**config.mk**
```make
export PLATFORM = sky130hd
export DESIGN_NAME = caller_id_message_parser
export DESIGN_NICKNAME = d
export VERILOG_FILES = /design/src/design/cidp_pkg.sv /design/src/design/cidp_step.sv /design/src/design/caller_id_message_parser.sv
export SDC_FILE = /design/constraint.sdc
export NUM_CORES = 1
export LEC_CHECK = 0
export BUFFER_PORTS_ARGS = -buffer_cell sky130_fd_sc_hd__buf_2
export CELL_PAD_IN_SITES_DETAIL_PLACEMENT = 0
export CELL_PAD_IN_SITES_GLOBAL_PLACEMENT = 1
export CORE_MARGIN = 1
export CORE_UTILIZATION = 46
export CTS_CLUSTER_SIZE = 20
export DETAILED_ROUTE_END_ITERATION = 12
export PLACE_DENSITY = 0.84
export RECOVER_POWER = 50
export SLEW_MARGIN = 5
export SYNTH_ARGS = -nofsm -noshare
export SYNTH_HDL_FRONTEND = slang
export SYNTH_SLANG_ARGS = --single-unit
```
**constraint.sdc**
```tcl
create_clock -name clock -period 6.9 [get_ports clock]
set_input_delay 0.69 -clock clock [delete_from_list [all_inputs] [get_ports clock]]
set_output_delay 0.69 -clock clock [all_outputs]
set_load 0.01 [all_outputs]
```
**src/design/cidp_pkg.sv**
```systemverilog
// ----------------------------------------------------------------------------
// cidp_pkg
// Types and constants shared by the caller ID message parser.
// ----------------------------------------------------------------------------
package cidp_pkg;

   localparam int unsigned TakenW = 9;

   localparam logic [7:0] MSG_MULTI  = 8'h80;
   localparam logic [7:0] MSG_SINGLE = 8'h04;
   localparam logic [7:0] KIND_MAX   = 8'h08;
   localparam logic [7:0] CHR_UNAVAIL = 8'h4F;  // 'O'
   localparam logic [7:0] CHR_BLOCKED = 8'h50;  // 'P'
   localparam logic [7:0] SDMF_DT_LEN = 8'd8;

   localparam logic [3:0] KIND_DATETIME   = 4'h1;
   localparam logic [3:0] KIND_NUMBER     = 4'h2;
   localparam logic [3:0] KIND_NUM_ABSENT = 4'h4;
   localparam logic [3:0] KIND_NAME_ABSENT = 4'h8;

   localparam logic [2:0] ST_DATA     = 3'd0;
   localparam logic [2:0] ST_UNAVAIL  = 3'd1;
   localparam logic [2:0] ST_BLOCKED  = 3'd2;
   localparam logic [2:0] ST_EMPTY    = 3'd3;
   localparam logic [2:0] ST_MSG_END  = 3'd4;
   localparam logic [2:0] ST_BAD_TYPE = 3'd5;
   localparam logic [2:0] ST_OVERRUN  = 3'd6;
   localparam logic [2:0] ST_OVERFLOW = 3'd7;

   typedef enum logic [1:0] {
      MODE_HUNT   = 2'd0,
      MODE_MULTI  = 2'd1,
      MODE_SINGLE = 2'd2
   } mode_type;

   typedef enum logic [1:0] {
      PH_TYPE = 2'd0,
      PH_LEN  = 2'd1,
      PH_DATA = 2'd2
   } phase_type;

   typedef struct packed {
      mode_type            mode;
      logic [TakenW-1:0]   taken;
      logic [7:0]          body;
      phase_type           phase;
      logic [3:0]          kind;
      logic [7:0]          len;
      logic [7:0]          left;
      logic                skip;
   } parse_state_type;

   localparam parse_state_type STATE_IDLE = '{
      mode:  MODE_HUNT,
      taken: '0,
      body:  '0,
      phase: PH_TYPE,
      kind:  '0,
      len:   '0,
      left:  '0,
      skip:  1'b0
   };

   typedef struct packed {
      logic [2:0] status;
      logic       multi_format;
      logic [3:0] param_kind;
      logic [7:0] param_length;
      logic [7:0] byte_index;
      logic [7:0] data_value;
      logic       last_in_param;
   } result_type;

endpackage

```
**src/design/cidp_step.sv**
```systemverilog
// ----------------------------------------------------------------------------
// cidp_step
// Per-byte parse step: next parser state and the optional result item.
// ----------------------------------------------------------------------------
module cidp_step
   import cidp_pkg::*;
#(
   parameter int unsigned BUFFER_BYTES = 256
) (
   input  parse_state_type state_cur,
   input  logic [7:0]      rx_byte,
   input  logic            restart,
   output parse_state_type state_in,
   output logic            emit,
   output result_type      result
);

   logic [TakenW-1:0] pos;
   logic [7:0]        remain;
   logic [7:0]        left_dec;
   logic              is_multi;
   logic              is_last;
   logic              absent_kind;

   assign pos         = state_cur.taken - TakenW'(2);
   assign remain      = state_cur.body - (pos[7:0] + 8'd1);
   assign left_dec    = state_cur.left - 8'd1;
   assign is_multi    = (state_cur.mode == MODE_MULTI);
   assign is_last     = (left_dec == 8'd0);
   assign absent_kind = (state_cur.kind == KIND_NUM_ABSENT) ||
                        (state_cur.kind == KIND_NAME_ABSENT);

   always_comb begin
      state_in = state_cur;
      emit     = 1'b0;
      result   = '0;
      result.multi_format = is_multi;
      if (restart) begin
         state_in = STATE_IDLE;
      end else begin
         unique case (state_cur.mode)
            MODE_HUNT: begin
               if (rx_byte == MSG_MULTI) begin
                  state_in.mode  = MODE_MULTI;
                  state_in.taken = TakenW'(1);
               end else if (rx_byte == MSG_SINGLE) begin
                  state_in.mode  = MODE_SINGLE;
                  state_in.taken = TakenW'(1);
               end
            end
            MODE_MULTI, MODE_SINGLE: begin
               priority if (int'(state_cur.taken) >= int'(BUFFER_BYTES)) begin
                  emit              = 1'b1;
                  result.status     = ST_OVERFLOW;
                  result.data_value = rx_byte;
                  state_in          = STATE_IDLE;
               end else if (state_cur.taken < TakenW'(2)) begin
                  state_in.body  = rx_byte;
                  state_in.taken = TakenW'(2);
                  state_in.phase = PH_TYPE;
                  if (!is_multi) begin
                     state_in.kind = KIND_DATETIME;
                     state_in.len  = SDMF_DT_LEN;
                     state_in.left = SDMF_DT_LEN;
                     if (rx_byte < SDMF_DT_LEN) begin
                        state_in.skip       = 1'b1;
                        emit                = 1'b1;
                        result.status       = ST_OVERRUN;
                        result.param_kind   = KIND_DATETIME;
                        result.param_length = SDMF_DT_LEN;
                        result.data_value   = rx_byte;
                     end else begin
                        state_in.phase = PH_DATA;
                     end
                  end
               end else begin
                  state_in.taken = state_cur.taken + TakenW'(1);
                  priority if (pos >= {1'b0, state_cur.body}) begin
                     // checksum position
                     state_in = STATE_IDLE;
                     if (!state_cur.skip) begin
                        emit              = 1'b1;
                        result.data_value = rx_byte;
                        if (is_multi && state_cur.phase == PH_LEN) begin
                           result.status     = ST_OVERRUN;
                           result.param_kind = state_cur.kind;
                        end else begin
                           result.status = ST_MSG_END;
                        end
                     end
                  end else if (state_cur.skip) begin
                     state_in.skip = 1'b1;
                  end else if (is_multi && state_cur.phase == PH_TYPE) begin
                     if (rx_byte > KIND_MAX) begin
                        state_in.skip     = 1'b1;
                        emit              = 1'b1;
                        result.status     = ST_BAD_TYPE;
                        result.data_value = rx_byte;
                     end else begin
                        state_in.kind  = rx_byte[3:0];
                        state_in.phase = PH_LEN;
                     end
                  end else if (is_multi && state_cur.phase == PH_LEN) begin
                     if (rx_byte > remain) begin
                        state_in.skip       = 1'b1;
                        emit                = 1'b1;
                        result.status       = ST_OVERRUN;
                        result.param_kind   = state_cur.kind;
                        result.param_length = rx_byte;
                        result.data_value   = rx_byte;
                     end else begin
                        state_in.len  = rx_byte;
                        state_in.left = rx_byte;
                        if (rx_byte == 8'd0) begin
                           state_in.phase       = PH_TYPE;
                           emit                 = 1'b1;
                           result.status        = ST_EMPTY;
                           result.param_kind    = state_cur.kind;
                           result.last_in_param = 1'b1;
                        end else begin
                           state_in.phase = PH_DATA;
                        end
                     end
                  end else if (state_cur.phase == PH_DATA && state_cur.left != 8'd0) begin
                     state_in.left        = left_dec;
                     emit                 = 1'b1;
                     result.param_kind    = state_cur.kind;
                     result.param_length  = state_cur.len;
                     result.byte_index    = state_cur.len - state_cur.left;
                     result.data_value    = rx_byte;
                     result.last_in_param = is_last;
                     result.status        = ST_DATA;
                     if (absent_kind && state_cur.len == 8'd1) begin
                        if (rx_byte == CHR_UNAVAIL) begin
                           result.status = ST_UNAVAIL;
                        end else if (rx_byte == CHR_BLOCKED) begin
                           result.status = ST_BLOCKED;
                        end
                     end
                     if (is_last) begin
                        if (!is_multi && state_cur.kind == KIND_DATETIME) begin
                           // single format: number takes the rest of the body
                           state_in.kind  = KIND_NUMBER;
                           state_in.len   = state_cur.body - SDMF_DT_LEN;
                           state_in.left  = state_cur.body - SDMF_DT_LEN;
                           state_in.phase = (state_cur.body == SDMF_DT_LEN) ?
                                            PH_TYPE : PH_DATA;
                        end else begin
                           state_in.phase = PH_TYPE;
                        end
                     end
                  end else begin
                     // nothing left to tag: no item
                  end
               end
            end
            default: begin
               state_in = STATE_IDLE;
            end
         endcase
      end
   end

endmodule

```
**src/design/caller_id_message_parser.sv**
```systemverilog
// ----------------------------------------------------------------------------
// caller_id_message_parser
// Caller ID (single/multiple format) message parser, one received byte per
// item, one tagged result item per data byte, status or error.
// ----------------------------------------------------------------------------
// Any result item of an accepted byte is registered and shows on rsp_ in the next cycle.
// Throughput: 1 byte per cycle; the parse step sits between the input port
// and the result register, stalled only while a result is held unread.
// Reset: synchronous, clears the parser to hunting and drops any held result.
// ----------------------------------------------------------------------------
module caller_id_message_parser
   import cidp_pkg::*;
#(
   parameter int unsigned BUFFER_BYTES = 256
) (
   input  logic        clock,
   input  logic        reset,
   input  logic        req_tvalid,
   output logic        req_tready,
   input  logic [7:0]  req_tdata,   // [7:0] rx_byte
   input  logic [0:0]  req_tuser,   // [0] restart
   output logic        rsp_tvalid,
   input  logic        rsp_tready,
   output logic [23:0] rsp_tdata,   // [7:0] param_length, [15:8] byte_index,
                                    // [23:16] data_value
   output logic [7:0]  rsp_tuser,   // [2:0] status, [3] multi_format,
                                    // [7:4] param_kind
   output logic        rsp_tlast    // last_in_param
);

   parse_state_type state_ff;
   parse_state_type state_in;
   result_type      rsp_ff;
   result_type      rsp_in;
   logic            rsp_tvalid_ff;
   logic            emit;
   logic            accept;

   assign req_tready = !rsp_tvalid_ff || rsp_tready;
   assign accept     = req_tvalid && req_tready;

   cidp_step #(
      .BUFFER_BYTES (BUFFER_BYTES)
   ) u_step (
      .state_cur (state_ff),
      .rx_byte   (req_tdata),
      .restart   (req_tuser[0]),
      .state_in  (state_in),
      .emit      (emit),
      .result    (rsp_in)
   );

   always_ff @(posedge clock) begin
      if (reset) begin
         state_ff      <= STATE_IDLE;
         rsp_tvalid_ff <= 1'b0;
      end else begin
         if (accept) begin
            state_ff      <= state_in;
            rsp_tvalid_ff <= emit;
         end else if (rsp_tready) begin
            rsp_tvalid_ff <= 1'b0;
         end
      end
   end

   always_ff @(posedge clock) begin
      if (accept && emit) begin
         rsp_ff <= rsp_in;
      end
   end

   assign rsp_tvalid = rsp_tvalid_ff;
   assign rsp_tdata  = {rsp_ff.data_value, rsp_ff.byte_index, rsp_ff.param_length};
   assign rsp_tuser  = {rsp_ff.param_kind, rsp_ff.multi_format, rsp_ff.status};
   assign rsp_tlast  = rsp_ff.last_in_param;

endmodule

```
==> metrics.md, run 1 <==
| Metric | Value |
|---|---|
| Hold Worst Slack | `0.4941 ns` |
| Pin count of the biggest net entering global routing | `43` |
| Worst setup EP type | `flip-flop` |
| Least-Margin Pin Slew | `0.8668 ns` |
| Final Non-Filler Cells | `795` |
| Synth warnings | `0` |
| Vias in the first global route | `4,484` |
| Post-place setup slack | `2.340 ns` |
| Seq cells post-synth | `76` |
| P_leak | `2.053 nW` |
| Power density cells | `174.1 nW/um2` |
| Final Util | `0.5284` |
| GRT busiest layer | `met2` |
| Peak supply drop | `0.09643 mV` |
| Worst r2r src | `state_ff[32]` |
| Max cap viols | `0` |
| Hold Buf Count CTS | `0` |
| Max transition margin | `0.4221` |
| Mapped Nets | `668` |
| First-pass detailed-route iteration total | `6` |
| Starting Density | `0.4756` |
| Cts repair resizes | `0` |
| Post-synth design cell area | `5201 um2` |
| Slew Viols, Final | `0` |
| Synth Instances | `612` |
| RSZ-0062 raised after global routing | `false` |
| EDFF count, synth | `33` |
| GR Util met1 | `0.3290` |
| Share of the synthesized area in the top cell type | `0.1905` |
| Met3 Track Usage GR | `0.03797` |
| Core area | `10,940 um2` |
| Placement Cell Area | `5543 um2` |
| CTS tree | `done` |
| GRT Resource Usage Total | `0.2633` |
| Remaining DRCs | `0` |
| Share of layout cells above drive strength 1 | `0.06718` |
| IO Pins | `48` |
| Post-CTS Setup Bufs | `0` |
| Placed cell count | `779` |
| DP HPWL | `11,060 um` |
| Max clock buf depth | `2` |
| Routability Congestion | `0.9997` |
| Die X | `108.3 um` |
| H-tree lvl count | `3` |
| Setup TNS | `0 ns` |
| Via density | `5.928` |
| Number of I/O port buffers | `47` |
| Period utilization | `0.6708` |
| Site Rows | `38` |
| Top cells by count, synth | `58 x nand2_1, 57 x a21oi_1, 57 x nor2_1` |
| Critical Path AT | `4.63 ns` |
| First-pass GRT wire length | `23,250 um` |
| CTS Buf Count | `9` |
| Fin worst setup slack | `2.272 ns` |
| Sequential area share after synthesis | `0.3560` |
| Ys async rst share | `0` |
| Fin crit period | `4.628 ns` |
| Most numerous cell in the Yosys netlist | `nand2_1` |
| Synth unique cells | `69` |
| Area delta synth->final | `11.09%` |
| Most frequently used flop master after synthesis | `dfxtp_1` |
| Worst-path clk slew | `0.06 ns` |
| Initial antenna violation count | `0` |
| Pwr Total | `1.006 mW` |
| Post-detailed-route wirelength per cell | `18.54 um` |
| Post-route cell area | `5778 um2` |
| Routed WL | `14,740 um` |
| Startpoint class of the critical path | `flip-flop` |
| Synth area leaders | `edfxtp_1 19%, dfxtp_1 17%, ha_1 9.9%, a21oi_1 5.5%, nand2_1 4.2%` |
| Fin nets | `706` |
| HP Start | `state_ff[18]` |
| Syn Area/Cell | `8.499 um2` |
| Met2 usage | `0.4531` |
| Die H | `108.3 um` |
| Final hold vios | `0` |
| ANT cells | `0` |
| Layout Skew | `0.009112 ns` |
| Root Driver | `clkbuf_16` |
| Hold WC Path Type | `flip-flop to flip-flop` |
| Gr ovfl total | `0` |
| Synth area leader | `edfxtp_1` |
| WS Path Type | `flip-flop to flip-flop` |
| Clock sink total | `76` |
| CP Max Fanout | `28` |
| Final setup vio count | `0` |
| DR iter-0 viols | `457` |
| Via count | `4,713` |
| Post-DRT Antenna Nets | `0` |
| Crit path launch | `state_ff[32]` |
| Worst skew pair latency | `0.34 ns` |
| Worst EP required | `6.90 ns` |
| DIE AREA | `11,740 um2` |
| Max Fclk | `216.1 MHz` |
| Status | `complete, no violations` |
-- layout make-up --
cell class | count | area (um2)
fill | 1062 | 5157
multi-input combinational | 478 | 3114
sequential | 76 | 1852
clock buffer | 9 | 225.2
timing repair buffer | 50 | 214.0
tap | 140 | 175.2
inverter | 35 | 131.4
clock inverter | 7 | 66.31
-- path summary, 6_finish.rpt --
kind                                 endpoint  slack [ns]  cells past startpoint
worst max register to register  rsp_tdata[16]        2.27                     17
worst min-delay path             state_ff[18]        0.49                      2
worst min register to register   state_ff[18]        0.49                      2
worst max-delay path            rsp_tdata[16]        2.27                     17
-- kinds of logic (layout without fill, tap and decap cells) --
family | Yosys count | after routing | share of synthesized area
AOI/OAI and AO/OA | 150 | 150 | 0.1828
xor gates and xnor gates | 23 | 23 | 0.03873
adders and majority gates | 43 | 43 | 0.1063
buffers and inverters | 58 | 101 | 0.04378
DFF | 76 | 76 | 0.3560
muxes | 11 | 11 | 0.02237
and+or+nand+nor | 251 | 251 | 0.2499
-- critical path: stages, from the launching register on --
cell      delay (ns)
dfxtp_1         0.45
inv_1           0.16
ha_1            0.34
inv_1           0.05
ha_1            0.34
a21oi_1         0.23
o21bai_1        0.10
a21oi_1         0.25
o21ai_0         0.14
xnor2_1         0.15
ha_1            0.32
nand4_1         0.12
nand2b_1        0.17
o221a_2         0.26
nand2b_1        0.11
a31oi_1         0.13
nor3_2          0.51
buf_4           0.45
-- cell usage in the layout, fill, tap and decap left out, drive strengths merged, types with 7 or more instances in the layout --
cell type,synthesis,layout
nor2,58,58
nand2,58,58
a21oi,58,58
clkbuf,18,44
dfxtp,43,43
ha,41,41
inv,35,36
edfxtp,33,33
o21ai,27,27
nand3,22,22
nand2b,21,21
nor3,20,20
buf,5,15
xnor2,13,13
nor2b,13,13
a21o,11,11
and2,11,11
xor2,10,10
a31oi,8,8
o21a,7,7
nor4,7,7
-- registers in the layout (all words and copies together), names as in the netlist --
name	flops
rsp_tdata	24
rsp_tvalid	1
rsp_tlast	1
rsp_tuser	8
state_ff	42
-- routing by layer --
layer | share of wire | wire [um] | up-vias
li1 | - | - | 2278
met1 | 0.42 | 6260 | 2178
met2 | 0.48 | 7062 | 218
met3 | 0.067 | 983 | 39
met4 | 0.029 | 434 | 0
met5 | 0 | 0 | -
-- report_power, final --
group,internal (mW),switching (mW)
Clock,0.279,0.194
Sequential,0.467,0.00202
Combinational,0.0204,0.0432
(Power assumes the default switching activity.)
==> inputs of run 2 (changes only) <==
ABC_AREA = 1   (was not set)
CORE_UTILIZATION = 40   (was 46)
PLACE_DENSITY = 0.8   (was 0.84)
clock period = 3.9 ns   (was 6.9 ns; I/O delays follow)
==> run 2 against run 1 <==
Effect of this change:
- via count up 16%
- clock skew up 0.0049 ns
- worst hold slack worse by 0.12 ns
- combinational power rose to 10 times the previous value
- critical path type unchanged
- highest routed layer unchanged
==> metrics.md, run 2 <==
| Metric | Value |
|---|---|
| Peak supply drop | `0.2508 mV (+160%)` |
| HP Start | `rsp_tready` |
| IO Pins | `48 (unchanged)` |
| Final hold vios | `0 (unchanged)` |
| Xor and xnor area share after synthesis | `0.03774 (-0.0009940)` |
| Max Fclk | `269.5 MHz (+25%)` |
| CTS Buf Count | `9 (unchanged)` |
| Post-synthesis mux area share | `0 (-0.02237)` |
| Via density | `5.275 (-11%)` |
| Multi-input gate area | `3323 um2 (+6.7%)` |
| Power share of the combinational group | `0.275 (+0.212)` |
| Clock sink total | `76 (unchanged)` |
| Met2 usage | `0.3879 (-0.06521)` |
| Biggest register | `state_ff` |
| Net Sw Power | `822.7 uW (+240%)` |
| Most common cell after layout, fill and taps aside | `nand2_1` |
| Vias in the first global route | `5,084 (+13%)` |
| Top cells by count, synth | `184 x nand2_1, 111 x nor2_1, 102 x inv_1` |
| Fin crit period | `3.711 ns (-0.9174 ns)` |
| Worst r2r src | `state_ff[33]` |
| Synth Instances | `794 (+30%)` |
| Die H | `120.0 um (+11%)` |
| GRT Resource Usage Total | `0.2434 (-0.01986)` |
| CP Max Fanout | `8 (-71%)` |
| Post-DRT Antenna Nets | `0 (unchanged)` |
| First-pass detailed-route iteration total | `5 (-1)` |
| Routability Congestion | `0.9622 (-3.8%)` |
| CTS tree | `done` |
| Commonest cells after routing, fill and taps aside | `181 x nand2_1, 110 x nor2_1, 98 x inv_1` |
| WS Path Type | `flip-flop to flip-flop` |
| Fin nets | `909 (+29%)` |
| Starting Density | `0.4157 (-0.05994)` |
| Gr ovfl total | `0 (unchanged)` |
| Startpoint class of the critical path | `flip-flop` |
| Status | `complete, no violations` |
| Post-route cell area | `6457 um2 (+12%)` |
| Fin worst setup slack | `0.1889 ns (-2.083 ns)` |
| Syn Area/Cell | `7.016 um2 (-17%)` |
| Final setup vio count | `0 (unchanged)` |
| EDFF count, synth | `33 (unchanged)` |
| Seq cells post-synth | `76 (unchanged)` |
| Least-Margin Pin Slew | `0.7105 ns (-0.1564 ns)` |
| DP HPWL | `13,300 um (+20%)` |
| Worst skew pair latency | `0.35 ns (about the same)` |
| Sequential area share after synthesis | `0.3324 (-0.02359)` |
| Critical Path AT | `3.82 ns (-0.81 ns)` |
| Reg area | `1859 um2 (+0.41%)` |
| Placement Cell Area | `6060 um2 (+9.3%)` |
| Most numerous cell in the Yosys netlist | `nand2_1` |
| Max FFs per register | `42 (unchanged)` |
| Die X | `120.0 um (+11%)` |
| Initial antenna violation count | `0 (unchanged)` |
| Hold Worst Slack | `0.3722 ns (-0.1220 ns)` |
| Pin count of the biggest net entering global routing | `34 (-21%)` |
| Synth unique cells | `46 (-33%)` |
| Crit path launch | `state_ff[33]` |
| GRT busiest layer | `met2` |
| Site Rows | `42 (+11%)` |
| RSZ-0062 raised after global routing | `true` |
| Root Driver | `clkbuf_16` |
| Post-detailed-route wirelength per cell | `16.65 um (-10%)` |
| Main combinational cell family by area after synthesis | `simple AND/OR/NAND/NOR gates` |
| Synth Area in Adders | `0.09928 (-0.007045)` |
| First-pass GRT wire length | `26,530 um (+14%)` |
| Synth area leader | `edfxtp_1` |
| Int Pwr | `1.518 mW (+98%)` |
| Via count | `5,454 (+16%)` |
| Pwr Total | `2.341 mW (+130%)` |
| Clock share of power | `0.342 (-0.129)` |
| Met3 Track Usage GR | `0.03802 (+0.00004813)` |
| Max clock buf depth | `2 (unchanged)` |
| P_leak | `2.869 nW (+40%)` |
| Max cap viols | `0 (unchanged)` |
| Worst setup EP type | `flip-flop` |
| Mapped Nets | `850 (+27%)` |
| DR iter-0 viols | `446 (-2.4%)` |
| Share of the synthesized area in the top cell type | `0.1779 (-0.01262)` |
| GR Util met1 | `0.3204 (-0.008568)` |
| H-tree lvl count | `3 (unchanged)` |
| Synth warnings | `0 (unchanged)` |
| Worst path bufs/invs | `4 (+1)` |
| Core area | `13,400 um2 (+23%)` |
| Number of I/O port buffers | `47 (unchanged)` |
| Hold Buf Count CTS | `0 (unchanged)` |
| Most frequently used flop master after synthesis | `dfxtp_1` |
| Synth area leaders | `edfxtp_1 18%, dfxtp_1 15%, nand2_1 12%, ha_1 9.2%, nor2_1 7.5%` |
| Hold WC Path Type | `input pin to flip-flop` |
| Synth Area in Simple Gates | `0.3345 (+0.08452)` |
| Power density cells | `362.5 nW/um2 (+110%)` |
| Worst EP required | `4.01 ns (-2.89 ns)` |
| Critical Path Max Stage Delay | `0.39 ns (-0.12 ns)` |
| Slew Viols, Final | `0 (unchanged)` |
| Slowest cell on crit path | `dfxtp_4` |
| Final Util | `0.4819 (-0.04649)` |
| Layout Skew | `0.01405 ns (+0.004941 ns)` |
| Sw Ratio | `0.3514 (+0.1132)` |
| Worst-path clk slew | `0.06 ns (about the same)` |
| Post-place setup slack | `-0.07071 ns (-2.411 ns)` |
| DIE AREA | `14,400 um2 (+23%)` |
| CP most frequent cell | `nand2_1` |
| ANT cells | `0 (unchanged)` |
| Post-synth design cell area | `5570 um2 (+7.1%)` |
| Period utilization | `0.9516 (+0.2808)` |
| Post-synthesis compound-gate area fraction | `0.1078 (-0.07501)` |
| Worst path top cell family by delay | `simple AND/OR/NAND/NOR gates` |
| Max transition margin | `0.5224 (+0.1003)` |
| Remaining DRCs | `0 (unchanged)` |
| Routed WL | `17,220 um (+17%)` |
| Area delta synth->final | `15.93%` |
| Share of layout cells above drive strength 1 | `0.1189 (+0.05171)` |
| Ys async rst share | `0 (unchanged)` |
| Sequential power share | `0.383 (-0.083)` |
| Filler Cell Count | `1,380 (+30%)` |
## run 2: worst reg2reg max path, stage by stage (launching register included)
cell,delay [ns]
dfxtp_4,0.39
inv_4,0.04
ha_4,0.26
inv_2,0.04
ha_4,0.25
a21oi_2,0.14
nand2_2,0.08
a21oi_2,0.13
o21bai_1,0.09
nand2_1,0.07
nand2_1,0.06
a21oi_2,0.14
xor2_1,0.16
ha_1,0.27
a21o_1,0.16
nor2_1,0.09
nand2_1,0.09
nand2_2,0.11
nand3_2,0.09
nand2_2,0.07
nand2_1,0.05
nand2_1,0.05
nand2_1,0.05
nand2_1,0.06
nand2_1,0.07
nand2_2,0.09
clkinvlp_4,0.17
clkbuf_16,0.21
## run 2: worst paths after layout
| kind | endpoint | slack (ns) | cells after the start |
|---|---|---|---|
| max | rsp_tdata[22] | 0.19 | 27 |
| min | rsp_tvalid | 0.37 | 4 |
| max reg2reg | rsp_tdata[22] | 0.19 | 27 |
| min reg2reg | state_ff[41] | 0.50 | 2 |
## run 2: power by group through the flow
stage	clock (mW)	combinational [mW]	sequential [mW]
6_report	0.800	0.644	0.897
5_1_grt	0.846	0.724	0.901
4_1_cts	0.811	0.620	0.898
3_5_place_dp	0	0.616	0.915
3_3_place_gp	0	0.607	0.914
2_1_floorplan	0	0.454	0.906
## run 2: metal layers
| layer | wire, um | part of all wire |
|---|---|---|
| met1 | 7702 | 0.45 |
| met4 | 600 | 0.035 |
| met2 | 7765 | 0.45 |
| met3 | 1148 | 0.067 |
| met5 | 0 | 0 |
## run 2: cells by family (layout without fill, tap and decap cells)
kind of cell / Yosys count / in the layout
AOI/OAI and AO/OA: 110 / 110
xor gates and xnor gates: 24 / 24
adders and majority gates: 43 / 43
buffers and inverters: 127 / 191
DFF: 76 / 76
and+or+nand+nor: 414 / 414
## run 2: stage by stage
step,std cells,setup TNS (ns)
2_1_floorplan,794,0
4_1_cts,1028,0
3_3_place_gp,1012,0
6_report,1034,0
3_5_place_dp,1012,-2.271
5_1_grt,1034,-2.253
## run 2: area by class of cell
cell class                      count  area share
Clock buffer                        9     0.03488
Clock inverter                      7    0.008719
Inverter                          113     0.06743
Multi-Input combinational cell    591      0.5146
Sequential cell                    76      0.2879
Tap cell                          176     0.03410
Timing Repair Buffer               62     0.05232
## run 2: timing repair
item	in CTS	in global routing
setup endpoints to repair	37	65
resized for setup	2	22
gates cloned	0	2
buffers inserted	0	4
pin swaps	0	15
